==> src/rtl/nzsm_pkg.sv <==
// Package for the nearest zone sample map: result status codes and the
// command and status structs between controller and datapath. No dependencies.
`timescale 1ns / 1ps
`default_nettype none
package nzsm_pkg;

    localparam logic [1:0] STATUS_OK         = 2'd0;
    localparam logic [1:0] STATUS_TABLE_FULL = 2'd1;
    localparam logic [1:0] STATUS_ZONE_FULL  = 2'd2;
    localparam logic [1:0] STATUS_NO_MATCH   = 2'd3;

    // force value that stands for minus infinity in a lookup
    localparam logic signed [13:0] FORCE_NEG_INF = 14'sh2000;

    localparam int PITCH_W  = 19;
    localparam int FORCE_W  = 14;
    localparam int SAMPLE_W = 9;
    localparam int VOLUME_W = 16;
    localparam int RAND_W   = 16;
    localparam int IN_W     = 96;
    localparam int OUT_W    = 72;

    typedef struct packed {
        logic       capture;    // latch input transfer and start zone scan
        logic       add_write;  // write zone record and slot entry
        logic       calc_idx;   // register the random entry index
        logic       slot_read;  // read the chosen slot entry
        logic       load_out;   // load output register
        logic [1:0] out_status;
    } t_cmd;

    typedef struct packed {
        logic kind;         // captured kind: 1 lookup
        logic scan_done;
        logic hit;          // add: key found
        logic hit_full;     // add: found zone holds all its entries
        logic table_full;
        logic empty;
        logic out_free;
    } t_stat;

endpackage
`default_nettype wire

==> src/rtl/nzsm_ctrl.sv <==
// Controller state machine for the nearest zone sample map.
// Depends on nzsm_pkg.
`timescale 1ns / 1ps
`default_nettype none
module nzsm_ctrl
    import nzsm_pkg::*;
(
    input  wire logic  i_clk,
    input  wire logic  i_rst_n,
    input  wire logic  i_in_valid,
    input  wire t_stat i_stat,
    output logic       o_in_ready,
    output t_cmd       o_cmd
);

    localparam logic [2:0] S_IDLE   = 3'd0;
    localparam logic [2:0] S_SCAN   = 3'd1;
    localparam logic [2:0] S_DECIDE = 3'd2;
    localparam logic [2:0] S_IDX    = 3'd3;
    localparam logic [2:0] S_SREAD  = 3'd4;
    localparam logic [2:0] S_OUT    = 3'd5;

    logic [2:0] r_state, n_state;
    logic [1:0] r_status, n_status;

    always_ff @(posedge i_clk) begin
        if (!i_rst_n) begin
            r_state  <= S_IDLE;
            r_status <= STATUS_OK;
        end else begin
            r_state  <= n_state;
            r_status <= n_status;
        end
    end

    // next state and commands
    always_comb begin
        n_state  = r_state;
        n_status = r_status;
        o_cmd    = '0;
        o_cmd.out_status = r_status;
        o_in_ready = 1'b0;
        case (r_state)
            S_IDLE: begin
                o_in_ready = 1'b1;
                if (i_in_valid) begin
                    o_cmd.capture = 1'b1;
                    n_state = S_SCAN;
                end
            end
            S_SCAN: begin
                if (i_stat.scan_done) begin
                    n_state = S_DECIDE;
                end
            end
            S_DECIDE: begin
                n_state = S_OUT;
                if (!i_stat.kind) begin
                    if (i_stat.hit && i_stat.hit_full) begin
                        n_status = STATUS_ZONE_FULL;
                    end else if (!i_stat.hit && i_stat.table_full) begin
                        n_status = STATUS_TABLE_FULL;
                    end else begin
                        o_cmd.add_write = 1'b1;
                        n_status = STATUS_OK;
                    end
                end else if (i_stat.empty) begin
                    n_status = STATUS_NO_MATCH;
                end else begin
                    o_cmd.calc_idx = 1'b1;
                    n_status = STATUS_OK;
                    n_state = S_IDX;
                end
            end
            S_IDX: begin
                o_cmd.slot_read = 1'b1;
                n_state = S_SREAD;
            end
            S_SREAD: begin
                n_state = S_OUT;
            end
            S_OUT: begin
                if (i_stat.out_free) begin
                    o_cmd.load_out = 1'b1;
                    n_state = S_IDLE;
                end
            end
            default: begin
                n_state = S_IDLE;
            end
        endcase
    end

endmodule
`default_nettype wire

==> config.mk <==
export PLATFORM = sky130hd
export DESIGN_NAME = nzsm_ctrl
export DESIGN_NICKNAME = d
export VERILOG_FILES = /design/src/rtl/nzsm_pkg.sv /design/src/rtl/nzsm_ctrl.sv
export SDC_FILE = /design/constraint.sdc
export NUM_CORES = 1
export LEC_CHECK = 0
export BUFFER_PORTS_ARGS = -buffer_cell sky130_fd_sc_hd__buf_2
export CAP_MARGIN = 25
export CELL_PAD_IN_SITES_DETAIL_PLACEMENT = 0
export CELL_PAD_IN_SITES_GLOBAL_PLACEMENT = 1
export CORE_AREA = 2 2 39 41
export CTS_CLUSTER_DIAMETER = 80
export DETAILED_ROUTE_END_ITERATION = 7
export DIE_AREA = 0 0 41 43
export GPL_TIMING_DRIVEN = 0
export PLACE_DENSITY_LB_ADDON = 0.1
export SYNTH_ARGS = -nofsm -noshare
export SYNTH_HDL_FRONTEND = slang
export SYNTH_SLANG_ARGS = --single-unit
export TNS_END_PERCENT = 5
==> constraint.sdc <==
create_clock -name i_clk -period 2.5 [get_ports i_clk]
set_input_delay 0.125 -clock i_clk [delete_from_list [all_inputs] [get_ports i_clk]]
set_output_delay 0.125 -clock i_clk [all_outputs]
set_load 0.01 [all_outputs]
==> results.md <==
* Status: complete, no violations
* F_max at 588 MHz
* WL per Instance at 10.4 um
* R2R Path Start: r_state[2]
* Clock buffer count from CTS at 3
* Initial antenna violation count at 0
* Post-synth top area share at 0.295
* Die Wd at 41 um
* CP delay by family, top: flip-flops
* Vias at 354
* Worst stage delay on the critical path at 0.43 ns
* Syn_area_per_cell at 8.69 um^2
* FF-to-FF setup slack at 1.40 ns
* Fill cells at 165
* Sink Count at 5
* Clock-pin slew reported for the worst setup and hold paths after clock tree synthesis at 0.04 ns
* Worst EP required at 2.38 ns
* Chip Height at 43 um
* CTS Hold Buffers Added at 0
* FF-to-FF path depth at 4
* Max Fanout on Critical Path at 7
* Largest net degree at the start of global routing at 11
* First-pass GRT wire length at 1260 um
* Worst-Margin Slew at 0.263 ns
* Number of synthesis warnings at 0
* Biggest area consumer among synthesized cells: dfxtp_1
* Slew Viols, Final at 0
* Critical R2R Capture: r_state[0]
* Diode count at 0
* Starting density of the core at 0.245
* Hold Path Stages at 3
* Clock Tree Root: clkbuf_4
* Vias in the first global route at 300
* PD cells at 496 nW/um^2
* Endpoints failing setup at 0
* Site Rows at 14
* Slowest-stage cell, CP: dfxtp_1
* Post-CTS Setup Inserts at 0
* RD Place Congestion at 0.600
* Layout Nets at 71
* Avg Vias per Cell at 4.66
* Routed Wire Length at 789 um
* WP buf/inv at 2
* Critical path endpoint category: primary output
* Unrepaired setup endpoints after global routing: false
* Final hold vios at 0
* Startpoint Class: flop
* Post-DRT Antenna Nets at 0
* Lkg Pwr at 0.210 nW
* Syn Inst Count at 39
* Die area at 1760 um^2
* Critical-path cell list: inv_2 > or3_4 > a2111oi_4 > buf_2
* Slew headroom at 0.824
* Maximum VDD drop at 0.225 mV
* I/O Buffers at 17
* Final Cycle Share at 0.680
* Clock latency on the worst-skew pair at 0.24 ns
* Post-synthesis cell area at 339 um^2
* Max clock buf depth at 2
* Worst setup path class: reg2out
* Drt initial violations at 0
* Distinct cells, synth at 24
* CORE AREA at 1380 um^2
* Synthesis-stage register bit count at 5
* CTS tree: built
* Top cells by area, synth: dfxtp_1, a2111oi_4, a31oi_1
* Syn_nets at 49
* Worst Hold Margin at 0.140 ns
* Crit path DAT at 1.58 ns
* Layout cell share with drive strength beyond 1 at 0.433
* Worst hold start: i_in_valid
* Max Cap Violations at 0
* Setup TNS at 0 ns
* WHS Endpoint: r_state[0]
* Drt pass-1 iters at 1
* Post-synthesis sequential area ratio at 0.295
* Minimum clock period at 1.70 ns
* # IOs at 18
* GRT Util Overall at 0.107
* Post_cts resized at 0
* DRC Markers at 0
* Clock Skew at 0.000407 ns
* Area Growth Syn to Fin at 38.7%
* H-Tree Depth at 1
* Grt total ovfl at 0
* Post-DP HPWL at 631 um
* Worst hold path class: in2reg
* Critical path origin: r_state[1]
==> tightest hold or removal path: stages <==
cell	delay [ns]
buf_2	0.10
inv_1	0.04
a221oi_1	0.06
==> cell usage after synthesis, drive strengths merged <==
master   number
a2111oi       1
o21ai         3
and4          1
or3           1
nor3b         2
a31oi         3
nor3          1
and2          2
nor2          1
nand2         5
mux2i         1
nor2b         2
buf           2
a21oi         1
a221oi        1
nor4bb        1
dfxtp         5
inv           2
nand2b        2
a21boi        1
nand3b        1
==> metrics by stage <==
stage	power, mW	cells	worst slack [ns]	utilization	area [um^2]
after floorplan	0.121	39	1.20	-	339
after global routing	0.254	76	0.728	0.340	470
final	0.234	76	0.799	0.340	470
after CTS	0.239	76	0.778	0.340	470
after detailed placement	0.144	72	1.05	0.321	444
after global placement	0.144	72	1.05	0.321	444
==> flip-flops by register name, indices dropped and copies added (netlist names) <==
register	cells
r_state	3
r_status	2
==> layout by cell type, fill, tap and decap left out, types with 2 or more instances in the layout <==
cell type and n:
nand2b_1 2, and2_1 2, dfxtp_1 5, nor2b_1 2, clkbuf_4 3, buf_2 18, o21ai_0 3, a31oi_1 3
nand2_1 5
==> how the worst max path moves through the flow <==
stage / endpoint / depth (start not counted)
final: o_cmd[5] / 4
after floorplan: o_cmd[5] / 3
after global routing: o_cmd[5] / 4
after global placement: o_cmd[5] / 4
after detailed placement: o_cmd[5] / 4
after CTS: o_cmd[5] / 4
==> report_power, final <==
group	switching (mW)	internal (mW)
logic	0.0287	0.0252
registers	0.00283	0.0849
clock network	0.0316	0.0602
==> cells by family (layout without fill, tap and decap cells) <==
kind of cell | count (synthesis) | after routing | synth area share
and+or+nand+nor | 19 | 19 | 0.362
AOI/OAI and AO/OA | 10 | 10 | 0.244
muxes | 1 | 1 | 0.0295
DFF | 5 | 5 | 0.295
buffers and inverters | 4 | 25 | 0.0701
==> final cells by class <==
cell class,instances,area (um^2),share of cell area
timing repair buffer,17,85.1,0.181
buffer,2,16.3,0.0346
inverter,2,7.51,0.0160
sequential,5,100,0.213
multi-input combinational,30,215,0.457
tap,16,20.0,0.0426
clock buffer,4,26.3,0.0559
==> routing by layer <==
metal	vias up	GRT usage	routed length, um
met5	-	0	0
met4	0	0.0200	0
met3	0	0.0838	72
met2	13	0.150	378
met1	159	0.128	337
li1	182	-	-
Note: power is estimated with default switching activity, not from simulation.
